`src/design/lzrd_pkg.sv`:
```
// ----------------------------------------------------------------------------
// lzrd_pkg
// Shared types and constants of the LZMA range decoder: command codes,
// status codes and the command/status groups between controller and datapath.
// ----------------------------------------------------------------------------
package lzrd_pkg;

   localparam int PROB_BITS = 11;
   localparam int MOVE_BITS = 5;
   localparam logic [PROB_BITS-1:0] PROB_INIT = 11'd1024;
   localparam logic [PROB_BITS:0] PROB_SCALE = 12'd2048;

   typedef enum logic [3:0] {
      CMD_FEED    = 4'd0,
      CMD_INIT    = 4'd1,
      CMD_BIT     = 4'd2,
      CMD_TREE    = 4'd3,
      CMD_REVERSE = 4'd4,
      CMD_DIRECT  = 4'd5,
      CMD_MATCHED = 4'd6,
      CMD_LENGTH  = 4'd7,
      CMD_CLEAR   = 4'd8
   } cmd_type;

   typedef enum logic [1:0] {
      STAT_OK       = 2'd0,
      STAT_UNDERRUN = 2'd1,
      STAT_BAD_INIT = 2'd2,
      STAT_FULL     = 2'd3
   } stat_type;

   // probability address source
   typedef enum logic [1:0] {
      AM_CHOICE,
      AM_CHOICE2,
      AM_TREE,
      AM_MATCH
   } amode_type;

   // tree base source
   typedef enum logic [1:0] {
      TB_BASE,
      TB_LOW,
      TB_MID,
      TB_HIGH
   } tbase_type;

   typedef struct packed {
      logic      load;
      logic      push;
      logic      pop;
      logic      pop_shift;
      logic      range_ones;
      logic      cnt_dec;
      logic      sweep_start;
      logic      sweep_step;
      logic      mul;
      logic      upd;
      logic      dstep;
      logic      out_load;
      logic      set_underrun;
      logic      set_bad_init;
      logic      setup;
      tbase_type tb;
      amode_type am;
      logic [5:0] cnt;
      logic [5:0] nbits;
      logic [4:0] add;
      logic      rev;
   } ctl_type;

   typedef struct packed {
      cmd_type    cmd;
      logic [5:0] n;
      logic       q_empty;
      logic       head_nz;
      logic       range_low;
      logic       cnt_zero;
      logic       cnt_one;
      logic       bit_val;
      logic       sweep_last;
   } sts_type;

endpackage

```
`src/design/lzrd_ctrl.sv`:
```
// ----------------------------------------------------------------------------
// lzrd_ctrl
// Command sequencer: dispatches each item, steps the datapath one decoded bit
// at a time, sweeps the probability memory and holds the result handshake.
// ----------------------------------------------------------------------------
module lzrd_ctrl import lzrd_pkg::*; (
   input  logic    clock,
   input  logic    reset,
   input  logic    req_tvalid,
   output logic    req_tready,
   output logic    rsp_tvalid,
   input  logic    rsp_tready,
   input  sts_type st,
   output ctl_type ctl
);

   typedef enum logic [3:0] {
      ST_WIPE, ST_IDLE, ST_DISPATCH, ST_INIT, ST_IWAIT, ST_ISHIFT, ST_IEND,
      ST_RD, ST_MUL, ST_UPD, ST_DIR, ST_NORM, ST_NEXT, ST_CLEAR, ST_DONE
   } state_type;

   state_type  state_ff, state_in;
   logic [1:0] lstage_ff, lstage_in;
   logic       rsp_valid_ff;
   logic       out_go;

   assign req_tready = state_ff == ST_IDLE;
   assign rsp_tvalid = rsp_valid_ff;
   assign out_go     = (state_ff == ST_DONE) && (!rsp_valid_ff || rsp_tready);

   // next state and datapath commands
   always_comb begin
      state_in  = state_ff;
      lstage_in = lstage_ff;
      ctl       = '0;
      ctl.tb    = TB_BASE;
      ctl.am    = AM_TREE;
      unique case (state_ff)
         ST_WIPE: begin
            ctl.sweep_step = 1'b1;
            if (st.sweep_last) state_in = ST_IDLE;
         end
         ST_IDLE: begin
            if (req_tvalid) begin
               ctl.load = 1'b1;
               state_in = ST_DISPATCH;
            end
         end
         ST_DISPATCH: begin
            unique case (st.cmd)
               CMD_FEED: begin
                  ctl.push = 1'b1;
                  state_in = ST_DONE;
               end
               CMD_INIT: state_in = ST_INIT;
               CMD_BIT: begin
                  ctl.setup = 1'b1;
                  ctl.am    = AM_CHOICE;
                  ctl.cnt   = 6'd1;
                  ctl.nbits = 6'd1;
                  state_in  = ST_RD;
               end
               CMD_TREE, CMD_REVERSE: begin
                  ctl.setup = 1'b1;
                  ctl.cnt   = st.n;
                  ctl.nbits = st.n;
                  ctl.rev   = st.cmd == CMD_REVERSE;
                  state_in  = (st.n == 6'd0) ? ST_DONE : ST_RD;
               end
               CMD_DIRECT: begin
                  ctl.setup = 1'b1;
                  ctl.cnt   = st.n;
                  ctl.nbits = st.n;
                  state_in  = (st.n == 6'd0) ? ST_DONE : ST_DIR;
               end
               CMD_MATCHED: begin
                  ctl.setup = 1'b1;
                  ctl.am    = AM_MATCH;
                  ctl.cnt   = 6'd8;
                  ctl.nbits = 6'd8;
                  state_in  = ST_RD;
               end
               CMD_LENGTH: begin
                  ctl.setup = 1'b1;
                  ctl.am    = AM_CHOICE;
                  ctl.cnt   = 6'd1;
                  lstage_in = 2'd0;
                  state_in  = ST_RD;
               end
               CMD_CLEAR: begin
                  ctl.sweep_start = 1'b1;
                  state_in        = ST_CLEAR;
               end
               default: state_in = ST_DONE;
            endcase
         end
         // check the marker byte, then load four code bytes
         ST_INIT: begin
            if (st.q_empty) begin
               ctl.set_underrun = 1'b1;
               state_in         = ST_DONE;
            end else if (st.head_nz) begin
               ctl.pop          = 1'b1;
               ctl.set_bad_init = 1'b1;
               state_in         = ST_DONE;
            end else begin
               ctl.pop   = 1'b1;
               ctl.setup = 1'b1;
               ctl.cnt   = 6'd4;
               state_in  = ST_IWAIT;
            end
         end
         ST_IWAIT: state_in = ST_ISHIFT;
         ST_ISHIFT: begin
            if (st.q_empty) begin
               ctl.set_underrun = 1'b1;
               state_in         = ST_DONE;
            end else begin
               ctl.pop_shift = 1'b1;
               ctl.cnt_dec   = 1'b1;
               state_in      = st.cnt_one ? ST_IEND : ST_IWAIT;
            end
         end
         ST_IEND: begin
            ctl.range_ones = 1'b1;
            state_in       = ST_DONE;
         end
         // one adaptive bit: read, multiply, decide, normalize
         ST_RD: state_in = ST_MUL;
         ST_MUL: begin
            ctl.mul  = 1'b1;
            state_in = ST_UPD;
         end
         ST_UPD: begin
            ctl.upd  = 1'b1;
            state_in = ST_NORM;
         end
         ST_DIR: begin
            ctl.dstep = 1'b1;
            state_in  = ST_NORM;
         end
         ST_NORM: begin
            if (st.range_low && st.q_empty) begin
               ctl.set_underrun = 1'b1;
               state_in         = ST_DONE;
            end else begin
               ctl.pop_shift = st.range_low;
               if (st.cnt_zero) begin
                  state_in = ST_NEXT;
               end else begin
                  state_in = (st.cmd == CMD_DIRECT) ? ST_DIR : ST_RD;
               end
            end
         end
         // length coder: choice, second choice when the choice bit is one, then one of three trees
         ST_NEXT: begin
            state_in = ST_DONE;
            if (st.cmd == CMD_LENGTH) begin
               unique case (lstage_ff)
                  2'd0: begin
                     ctl.setup = 1'b1;
                     state_in  = ST_RD;
                     if (!st.bit_val) begin
                        ctl.tb    = TB_LOW;
                        ctl.cnt   = 6'd3;
                        ctl.nbits = 6'd3;
                        lstage_in = 2'd2;
                     end else begin
                        ctl.am    = AM_CHOICE2;
                        ctl.cnt   = 6'd1;
                        lstage_in = 2'd1;
                     end
                  end
                  2'd1: begin
                     ctl.setup = 1'b1;
                     state_in  = ST_RD;
                     lstage_in = 2'd2;
                     if (!st.bit_val) begin
                        ctl.tb    = TB_MID;
                        ctl.cnt   = 6'd3;
                        ctl.nbits = 6'd3;
                        ctl.add   = 5'd8;
                     end else begin
                        ctl.tb    = TB_HIGH;
                        ctl.cnt   = 6'd8;
                        ctl.nbits = 6'd8;
                        ctl.add   = 5'd16;
                     end
                  end
                  default: state_in = ST_DONE;
               endcase
            end
         end
         ST_CLEAR: begin
            ctl.sweep_step = 1'b1;
            if (st.sweep_last) state_in = ST_DONE;
         end
         ST_DONE: begin
            if (out_go) begin
               ctl.out_load = 1'b1;
               state_in     = ST_IDLE;
            end
         end
         default: state_in = ST_IDLE;
      endcase
   end

   // state, length stage and result valid
   always_ff @(posedge clock) begin
      if (reset) begin
         state_ff     <= ST_WIPE;
         lstage_ff    <= 2'd0;
         rsp_valid_ff <= 1'b0;
      end else begin
         state_ff  <= state_in;
         lstage_ff <= lstage_in;
         if (out_go) begin
            rsp_valid_ff <= 1'b1;
         end else if (rsp_tready) begin
            rsp_valid_ff <= 1'b0;
         end
      end
   end

   a_rsp_from_done: assert property (@(posedge clock) disable iff (reset)
      $rose(rsp_valid_ff) |-> $past(state_ff == ST_DONE))
      else $error("result raised outside the completion state");
   a_accept_dispatch: assert property (@(posedge clock) disable iff (reset)
      (req_tvalid && req_tready) |=> state_ff == ST_DISPATCH)
      else $error("accepted item not dispatched");
   a_done_free: assert property (@(posedge clock) disable iff (reset)
      (state_ff == ST_DONE && !rsp_valid_ff) |=> (rsp_valid_ff && state_ff == ST_IDLE))
      else $error("finished item not delivered to a free output");

endmodule

```
`config.mk`:
```
export PLATFORM = sky130hd
export DESIGN_NAME = lzrd_ctrl
export DESIGN_NICKNAME = d
export VERILOG_FILES = /design/src/design/lzrd_pkg.sv /design/src/design/lzrd_ctrl.sv
export SDC_FILE = /design/constraint.sdc
export NUM_CORES = 1
export LEC_CHECK = 0
export BUFFER_PORTS_ARGS = -buffer_cell sky130_fd_sc_hd__clkbuf_2
export CORE_MARGIN = 3
export CORE_UTILIZATION = 41
export CTS_BUF_LIST = sky130_fd_sc_hd__clkbuf_16
export DETAILED_ROUTE_END_ITERATION = 10
export PLACE_DENSITY_LB_ADDON = 0.3
export REMOVE_ABC_BUFFERS = 1
export SETUP_SLACK_MARGIN = 0.3
export SLEW_MARGIN = 25
export SYNTH_ARGS = -nofsm -noshare
export SYNTH_HDL_FRONTEND = slang
export SYNTH_SLANG_ARGS = --single-unit
```
`constraint.sdc`:
```
create_clock -name clock -period 1.55 [get_ports clock]
set_input_delay 0.155 -clock clock [delete_from_list [all_inputs] [get_ports clock]]
set_output_delay 0.155 -clock clock [all_outputs]
set_load 0.05 [all_outputs]
```
==> results by stage, run 1 <==
Clock network:
- In this run, post-CTS hold repair placed 0 buffers.
- The number of levels the H-tree was split into is 1.
- The clock buffer count from CTS is 3.
- For this design, the sink count on the clock tree is 7.
- The tree is rooted in a sky130_fd_sc_hd__clkbuf_16.
- The post-cts repair resize count is roughly 160.
- The number of buffers added for setup after CTS is 22.
- The largest buffer count on any clock path is 2.

Logic synthesis:
- Sorting the synthesized cells by area gives the leading types as sky130_fd_sc_hd__dfxtp_1 12%, sky130_fd_sc_hd__nor2_1 8.5%, sky130_fd_sc_hd__o21ai_0 6.1%.
- The most frequently used flop master after synthesis is sky130_fd_sc_hd__dfxtp_1.
- The post-synthesis sequential element count is 7.
- The number of synthesized flops with an enable pin is 0.
- In this run the cell area of the synthesized design comes to roughly 1200 sq um.
- The post-synthesis instance total is around 170.
- Yosys printed 0 warnings.
- The synthesized area per cell is 6.637 sq um.
- The count of different cell masters after synthesis is 53.
- The post-synthesis async set-or-reset flop share is 0%.
- The share of the synthesized area in the top cell type is 12.13%.
- sky130_fd_sc_hd__dfxtp_1 takes more of the synthesized area than any other cell.
- The sequential area share after synthesis is between 10 and 15%.

Placed design:
- Routability-driven placement finished with a final weighted congestion of 0.8750.
- Detailed placement ended at an HPWL of approximately 3100 um.
- In this run the tool buffered the top-level ports with 56 buffer cells.
- The number of placed cells counting well taps is ~290.

Die:
- The floorplan step set the die height to 59.07 um.
- The number of placed I/O pins is 60.
- The initial cell density of the core is roughly 45%.
- From left edge to right edge, the die measures slightly below 60 um.
- The total number of placement rows is 18.

Run status:
- The tool reported: "[ERROR DPL-0038] Utilization greater than 100%, impossible to legalize".
- The run stopped with a tool error.
- The stage at which the flow ended is 4_1_cts.
[Yosys cell counts, drive strengths merged (5+ instances only)]
master,instances
and2,8
a21oi,11
nor2,26
nand2,13
nor3,10
nand2b,6
o21ai,14
o22ai,5
dfxtp,7
buf,12
inv,5
[logic make-up after synthesis]
kind of cell,after synthesis,share of synthesized area [%]
xor+xnor,2,1.517
flops,7,12.13
other cells,1,0.3247
mux,3,2.600
buf+inv,21,10.40
simple gates,86,41.06
compound gates,54,31.96
[metrics by stage]
stage               utilization (%)  setup WS [ns]  setup TNS (ns)  area [sq um]
floorplan                         -         -1.138          -16.52          1061
global placement              68.62        -0.1746          -2.514          1762
detailed placement            68.62        -0.2243          -3.209          1762
==> inputs of run 2 (changes only) <==
Settings changed: CORE_AREA from default to 3 3 64 66, CORE_MARGIN 3 to default, CORE_UTILIZATION 41 to default, CTS_BUF_LIST sky130_fd_sc_hd__clkbuf_16 to default, DIE_AREA from default to 0 0 67 69, PLACE_DENSITY_LB_ADDON 0.3 to 0.15, SETUP_SLACK_MARGIN 0.3 to default.
Clock period 1.55 ns to 2 ns, I/O delays scaled along.
==> run 2 against run 1 <==
Compared with the run above:
- the flow now finishes without violations
- synthesized cell count stayed put
- synthesized area unchanged
==> results by stage, run 2 <==
Run status:
- The flow ran to the end, and the final reports show no timing, DRC or antenna violations.

Clock network:
- The count of hold buffers inserted by post-cts repair is 0.
- The cell sitting at the root of the clock tree is a sky130_fd_sc_hd__clkbuf_8.
- TritonCTS built the clock tree.
- In this run the number of H-tree levels came out at 1.
- The largest buffer count on any clock path is 2.
- The clock reaches the later pin of the worst-skew pair after around 0.23 ns.
- The clock buffer count from CTS is 3.
- The total number of clock tree sinks is 7.
- After clock tree synthesis, the clock-pin slew on the worst setup and hold paths is about 0.04 ns.

Placed design:
- The standard cell area after detailed placement is 1582 sq um.
- The congestion estimate from routability-driven global placement came to between 0.8 and 0.9.
- The HPWL reported at the end of detailed placement is 2952 um.
- The number of placed instances, taps included, is approximately 280.
- Buffers placed on the I/O ports in this run total between 50 and 60.

Cells and area:
- At the end of the flow the core is filled with cells to between 40 and 50%.
- The area of the multi-input gates is ~940 sq um.
- The register area is about 140 sq um.
- The layout filler cell count is approximately 380.
- The flip-flop count of the largest register, all copies and words added is 4.
- In the final layout, the share of cells above drive strength 1 is about two fifths.
- The net count reported at finish is ~260.
- The repair_antennas step left the layout with diodes totalling 0.
- The count of non-filler cells in the finished layout is 289.
- The largest register by flop count is state_ff.
- Summing all non-filler instances in the final layout gives an area of roughly 1700 sq um.
- The area overhead of the layout relative to synthesis is 49.62%.
- Leaving out fill and tap cells, the most frequent cell in the layout is sky130_fd_sc_hd__clkbuf_2.
- The top cell types in the final layout, fill and taps aside, are 39 x sky130_fd_sc_hd__clkbuf_2, 27 x sky130_fd_sc_hd__buf_4, 25 x sky130_fd_sc_hd__nor2_1.

Route:
- After detailed routing, the total wire length is 3756 um.
- The post-detailed-route count of antenna-violating nets is 0.
- Dividing the detail-routed via count by the number of cells gives 5.128.
- The first routing iteration left 142 violations.
- The remaining design rule violation count is 0.
- The routed layout has roughly 1500 vias.
- The wire length per cell after detailed routing is roughly 13 um.
- The first-pass iteration count of the detailed router is 4.

Worst setup path:
- For the worst setup path, the data arrival time is between 1.5 and 2 ns.
- The capture point of the worst path is ctl[14].
- The required time of the worst setup path is approximately 1.8 ns.
- The highest net fanout along the worst path is 8.
- Counting cells, the worst reg-to-reg path comes to 7.
- The startpoint of the most critical setup path is state_ff[2].
- The element type at the critical path start is a flop.
- The worst register-to-register path has a setup slack of 0.28 ns.
- The category of the critical setup timing path is flop to output pin.
- The startpoint identified for the worst register-to-register timing path is state_ff[0].
- The reg-to-reg endpoint is state_ff[1].
- The capturing element type of the critical path is an output pin.

STA:
- The hold violation count in the final report is 0.
- Across the routed clock network, the largest skew measured is roughly 0.0062 ns.
- The total setup violations reported at the end of the flow is 0.
- The count of pins over their slew limit is 0.
- The post-route setup TNS is 0 ns.
- The tightest hold path in the finished design has a slack of 0.2457 ns.
- Timing would allow up to about 500 MHz.
- The final critical path time including I/O delays and setup is around 2.0 ns.
- Setup repair after global routing could not meet its margin everywhere.
- The final clock period utilization by the worst path is 99.93%.

Die:
- In this run the horizontal extent of the chip is ~67 um.
- The die covers 4623 sq um.
- The floorplan step set the die height to 69 um.
- The initialized floorplan defines 22 standard-cell rows.
- In this run the standard cell core region covers roughly 3600 sq um.
- During I/O placement, the number of pins put on the boundary was 60.
- For this configuration, the core starts out at a cell density of a little under a third.

Global route:
- The via count of the first global-routing pass is around 1300.
- The total global-route track usage is about 16%.
- The first global-routing pass estimated 6099 um of wire.
- The pin count of the biggest net entering global routing is 18.
- Summed over all layers, the global routing overflow is 0.
- The initial antenna violation count came to 0.

Logic synthesis:
- A synthesized cell averages between 6 and 7 sq um.
- The post-synthesis cell area is between 1000 and 1500 sq um.
- The warning count from the yosys run is 0.
- The post-synthesis instance total is between 150 and 200.
- The most frequently used flop master after synthesis is sky130_fd_sc_hd__dfxtp_1.
- The number of different library cells used by synthesis comes to between 50 and 60.
- sky130_fd_sc_hd__nor2_1 is the most common cell in the netlist.
- Ranked by total cell area, the synthesized netlist is headed by sky130_fd_sc_hd__dfxtp_1 12%, sky130_fd_sc_hd__nor2_1 8.5%, sky130_fd_sc_hd__o21ai_0 6.1%.
- Counting instances in the post-synthesis netlist gives the leading cell types as 26 x sky130_fd_sc_hd__nor2_1, 14 x sky130_fd_sc_hd__o21ai_0, 13 x sky130_fd_sc_hd__nand2_1.
- The post-synthesis sequential element count is 7.
- The share of synthesized area in the top cell type comes to roughly 12%.
- Of all flip-flops after synthesis, the portion carrying an async set or reset was 0%.
- Summed over all instances, the cell type with the most area after synthesis is sky130_fd_sc_hd__dfxtp_1.
- The number of synthesized flops with an enable pin is 0.
- Sequential elements use about 12% of the synthesized area.

Worst hold path:
- The min-delay analysis places its worst path in the category input pin to flop.

Pwr:
- The leakage component of the power is 0.0008004 uW.
- The worst-case IR drop observed on VDD is around 0.3 mV.
- In this run the power density over the cells is roughly 310 nW/um^2.

Job:
- The max-cap check violation count is 0.
## run 2: cell counts after synthesis
No cell type changed its count.
## run 2: how the worst min path moves through the flow
stage / start / to / slack [ns] / cells past startpoint
3_3_place_gp: reset / lstage_ff[0] / 0.48 / 2
3_5_place_dp: reset / rsp_tvalid / 0.49 / 2
2_1_floorplan: reset / state_ff[1] / 0.27 / 1
5_1_grt: reset / rsp_tvalid / 0.28 / 2
4_1_cts: reset / rsp_tvalid / 0.24 / 2
6_report: reset / rsp_tvalid / 0.25 / 2
## run 2: power by group
group	internal [uW]	total, uW	switching, uW
combinational	68.7	190	122
sequential	143	146	2.75
clock	138	202	64.3
total	350	539	189
## run 2: worst max-delay path, stage by stage (launching register included)
cell and delay, ns:
sky130_fd_sc_hd__dfxtp_2 0.31, sky130_fd_sc_hd__or2_1 0.23, sky130_fd_sc_hd__or3_4 0.37, sky130_fd_sc_hd__nor2b_4 0.21, sky130_fd_sc_hd__and2_4 0.17, sky130_fd_sc_hd__or2_1 0.12
sky130_fd_sc_hd__buf_8 0.15
## run 2: what timing repair did
item / CTS / global route
buffers inserted: 0 / 1
setup endpoints to repair: 14 / 19
resized for setup: 16 / 28
pin swaps: 0 / 1
## run 2: final cells by class
type	instances	area share, %
Inverter	5	1.086
Clock buffer	4	2.607
Timing Repair Buffer	77	30.34
Sequential cell	7	8.182
Multi-Input combinational cell	148	54.31
Tap cell	48	3.476
## run 2: logic make-up (layout without fill, tap and decap cells)
logic type                after synthesis  in the layout  share of synthesized area, %
xor gates and xnor gates                2              2                         1.517
DFF                                     7              7                         12.13
buffers and inverters                  21             86                         10.40
other                                   1              3                        0.3247
AOI/OAI and AO/OA                      54             54                         31.96
and+or+nand+nor                        86             86                         41.06
muxes                                   3              3                         2.600
## run 2: through the flow
step	worst slack, ns	power [uW]
finish	0.001491	538.6
global route	-0.07900	568.8
CTS	-0.03345	545.0
detailed placement	0.1340	334.4
global placement	0.1735	335.3
floorplan	-0.7333	254.7
## run 2: routing by layer
layer / up-vias / share of wire [%] / GRT usage, %
met4: 0 / 0.85 / 4.054
met1: 675 / 48 / 24.07
li1: 762 / - / -
met2: 42 / 45 / 23.69
met5: - / 0 / 0
met3: 3 / 6.0 / 2.606
Note: power is estimated with default switching activity, not from simulation.
==> inputs of run 3 (changes only) <==
Settings changed: CORE_AREA 3 3 64 66 to 2 2 63 65, DIE_AREA 0 0 67 69 to 0 0 65 67.
==> run 3 against run 2 <==
Compared with the run above:
- die area is 5.8% lower
- total power decreased by 0.99%
- utilization increased by 0.085 points
- non-clock buffer count decreased by 2
- via count down 1.2%
- highest routed layer unchanged
- clock power shrank 3%
- clock skew is 0.0060 ns lower
- clock-buffer cell count is the same
- sequential power about the same
- largest power group unchanged
==> results by stage, run 3 (synthesis gave the netlist of run 2 again) <==
Run status:
- The run finished with clean final reports.

Worst hold path:
- The worst hold path terminates at state_ff[1].
- The class of the most critical hold timing path is input pin to flop.
- The worst hold path begins at reset.
- The worst hold path was traced through 2 stages.

Worst setup path:
- Data on the critical path arrives at its endpoint at 1.78 ns.
- The worst register-to-register path has a setup slack of between 0.2 and 0.3 ns.
- The reg-to-reg endpoint is state_ff[1].
- The required time of the worst setup path is 1.80 ns.
- The path depth of the worst reg2reg path is 7.
- The setup path with the least slack is of type flop to output pin.
- STA classifies the critical path startpoint as a flop.
- In this run the worst path has a maximum fanout of 8.
- The capturing element type of the critical path is an output pin.
- The startpoint identified for the worst register-to-register timing path is state_ff[1].

Clock network:
- Hold repair after CTS inserted 0 buffers.
- The cell sitting at the root of the clock tree is a sky130_fd_sc_hd__clkbuf_8.
- CTS built an H-tree with a depth of 1.
- The total number of clock tree sinks is 7.
- In this run the deepest clock path goes through 2 buffers.
- Buffers inserted during clock tree synthesis total 3.
- TritonCTS built the clock tree.
- After clock tree synthesis, the clock-pin slew on the worst setup and hold paths is about 0.040 ns.
- The clock latency of the later-clocked register in the worst-skew pair is between 0.2 and 0.25 ns.

STA:
- The post-route setup TNS is 0 ns.
- Derived from the worst setup path, the maximum achievable clock frequency is between 500 and 600 MHz.
- The setup skew after layout is 0.0002470 ns.
- Across all hold checks on the routed design, the worst slack comes to roughly 0.25 ns.
- The count of pins over their slew limit came to 0.
- The total setup violations reported at the end of the flow is 0.
- The hold violation count in the final report came to 0.
- Setup repair after global routing could not meet its margin everywhere.
- The worst path uses around 99% of the clock period.
- The final critical path time including I/O delays and setup is about 2.0 ns.

Pwr:
- The leakage component of the power is about 0.0008 uW.
- The reported net switching power is 183.3 uW.
- The part of the total power dissipated in combinational logic is between 30 and 40%.
- The clock share of power is 36.7%.
- The cell-internal power is around 350 uW.
- Net switching is between 30 and 40% of the power.
- The share of total power dissipated in sequential elements is around 28%.
- The power per unit of standard cell area is 310.4 nW/um^2.
- VDD sags by at most between 0.3 and 0.4 mV.

Die:
- The area enclosed by the die boundary is approximately 4400 sq um.
- The total number of placement rows is 22.
- The total core area is about 3600 sq um.
- The number of placed I/O pins is 60.
- The initial cell density of the core is around 32%.
- The horizontal die dimension is ~65 um.
- In this run the vertical extent of the chip is 67 um.

Cells and area:
- The largest register by flop count is state_ff.
- The total inserted antenna cells is 0.
- Compared with the post-synthesis result, the final layout area differs by 48.75%.
- The net count reported at finish is 261.
- The layout filler cell count is about 390.
- With fillers left out, the area of the finished cells amounts to 1718 sq um.
- Leaving out fill and tap cells, the most frequent cell in the layout is sky130_fd_sc_hd__clkbuf_2.
- The fraction of layout instances using a drive strength above 1 is between 30% and 40%.
- The register with the most flip-flops in the layout has 4 of them.
- The end-of-flow core utilization is between 40% and 50%.
- Leaving out fill and tap cells, the most frequent cells in the layout are 36 x sky130_fd_sc_hd__clkbuf_2, 25 x sky130_fd_sc_hd__nor2_1, 21 x sky130_fd_sc_hd__buf_4.
- The area of the multi-input gates is around 930 sq um.
- In the final layout, flip-flops and latches occupy between 100 and 150 sq um.

Placed design:
- The HPWL reported at the end of detailed placement is 2858 um.
- The placer congestion estimate is around 0.8.
- The total of buffers placed on input and output ports is 56.
- The standard cell area after detailed placement is approximately 1600 sq um.

Global route:
- The initial antenna violation count is 0.
- The total congestion overflow after global routing is 0.
- The pin count of the biggest net entering global routing is 17.
- The first global-routing pass estimated 5582 um of wire.
- The via count of the first global-routing pass is 1257.
- Global routing used 15.77% of the available tracks.

Route:
- The routed wire length is ~3700 um.
- The post-detailed-route count of antenna-violating nets is 0.
- The starting DRC count in detailed routing is 120.
- The via-per-instance ratio is about 5.
- The routed layout has between 1000 and 1500 vias.
- After detailed routing, the number of remaining DRC violations is 0.
- The wire length per cell after detailed routing is between 10 and 15 um.
- For this run, the detailed router's first-pass iteration total came to 4.

Job:
- Max-cap violations in this run came to 0.
-- run 3: cell count changes in the layout (fill, tap and decap cells not counted), sizes merged --
| cell | previous run | this run |
|---|---|---|
| clkbuf | 49 | 47 |
-- run 3: layout make-up --
| class | count | area share (%) |
|---|---|---|
| Clock buffer | 4 | 2.622 |
| Inverter | 5 | 1.092 |
| Multi-Input combinational cell | 148 | 54.33 |
| Sequential cell | 7 | 8.230 |
| Tap cell | 48 | 3.496 |
| Timing Repair Buffer | 75 | 30.23 |
-- run 3: power by group through the flow --
stage / logic [uW] / registers (uW) / clock network (uW)
after global placement: 188 / 148 / 0
after floorplan: 101 / 154 / 0
after global routing: 205 / 147 / 210
after detailed placement: 187 / 148 / 0
after CTS: 188 / 145 / 202
final: 191 / 147 / 196
-- run 3: layer usage --
metal  track usage, %  vias up  share of wire [%]
li1                 -      757                  -
met4            3.191        0               0.84
met3            1.858        5                6.1
met2            25.64       48                 45
met1            22.26      654                 48
met5                0        -                  0
-- run 3: how the worst max path moves through the flow --
stage / start / end / slack, ns / cells after the start
after floorplan: state_ff[1] / ctl[23] / -0.73 / 3
after global placement: state_ff[2] / ctl[14] / 0.19 / 6
after detailed placement: state_ff[2] / ctl[14] / 0.15 / 6
after CTS: state_ff[2] / ctl[14] / -0.009 / 6
after global routing: state_ff[2] / ctl[7] / -0.07 / 6
final: state_ff[1] / ctl[14] / 0.02 / 6
-- run 3: timing repair --
item                       in CTS  in global routing
pin swaps                       0                  1
cloned                          0                  0
setup buffers                   0                  1
resized for setup               8                 37
setup endpoints to repair       7                 19
-- run 3: worst max-delay path, stage by stage (launching register included) --
cell	delay, ns
sky130_fd_sc_hd__dfxtp_1	0.46
sky130_fd_sc_hd__nand2b_4	0.07
sky130_fd_sc_hd__or3_4	0.40
sky130_fd_sc_hd__nor2b_4	0.19
sky130_fd_sc_hd__and2_4	0.16
sky130_fd_sc_hd__or2_1	0.12
sky130_fd_sc_hd__buf_8	0.15
-- run 3: metrics by stage --
stage	worst slack [ns]	power, uW	instances
floorplan	-0.7333	254.7	160
global placement	0.1855	335.8	282
detailed placement	0.1534	334.6	282
CTS	-0.009105	535.6	286
global route	-0.07465	562.1	287
finish	0.02112	533.3	287
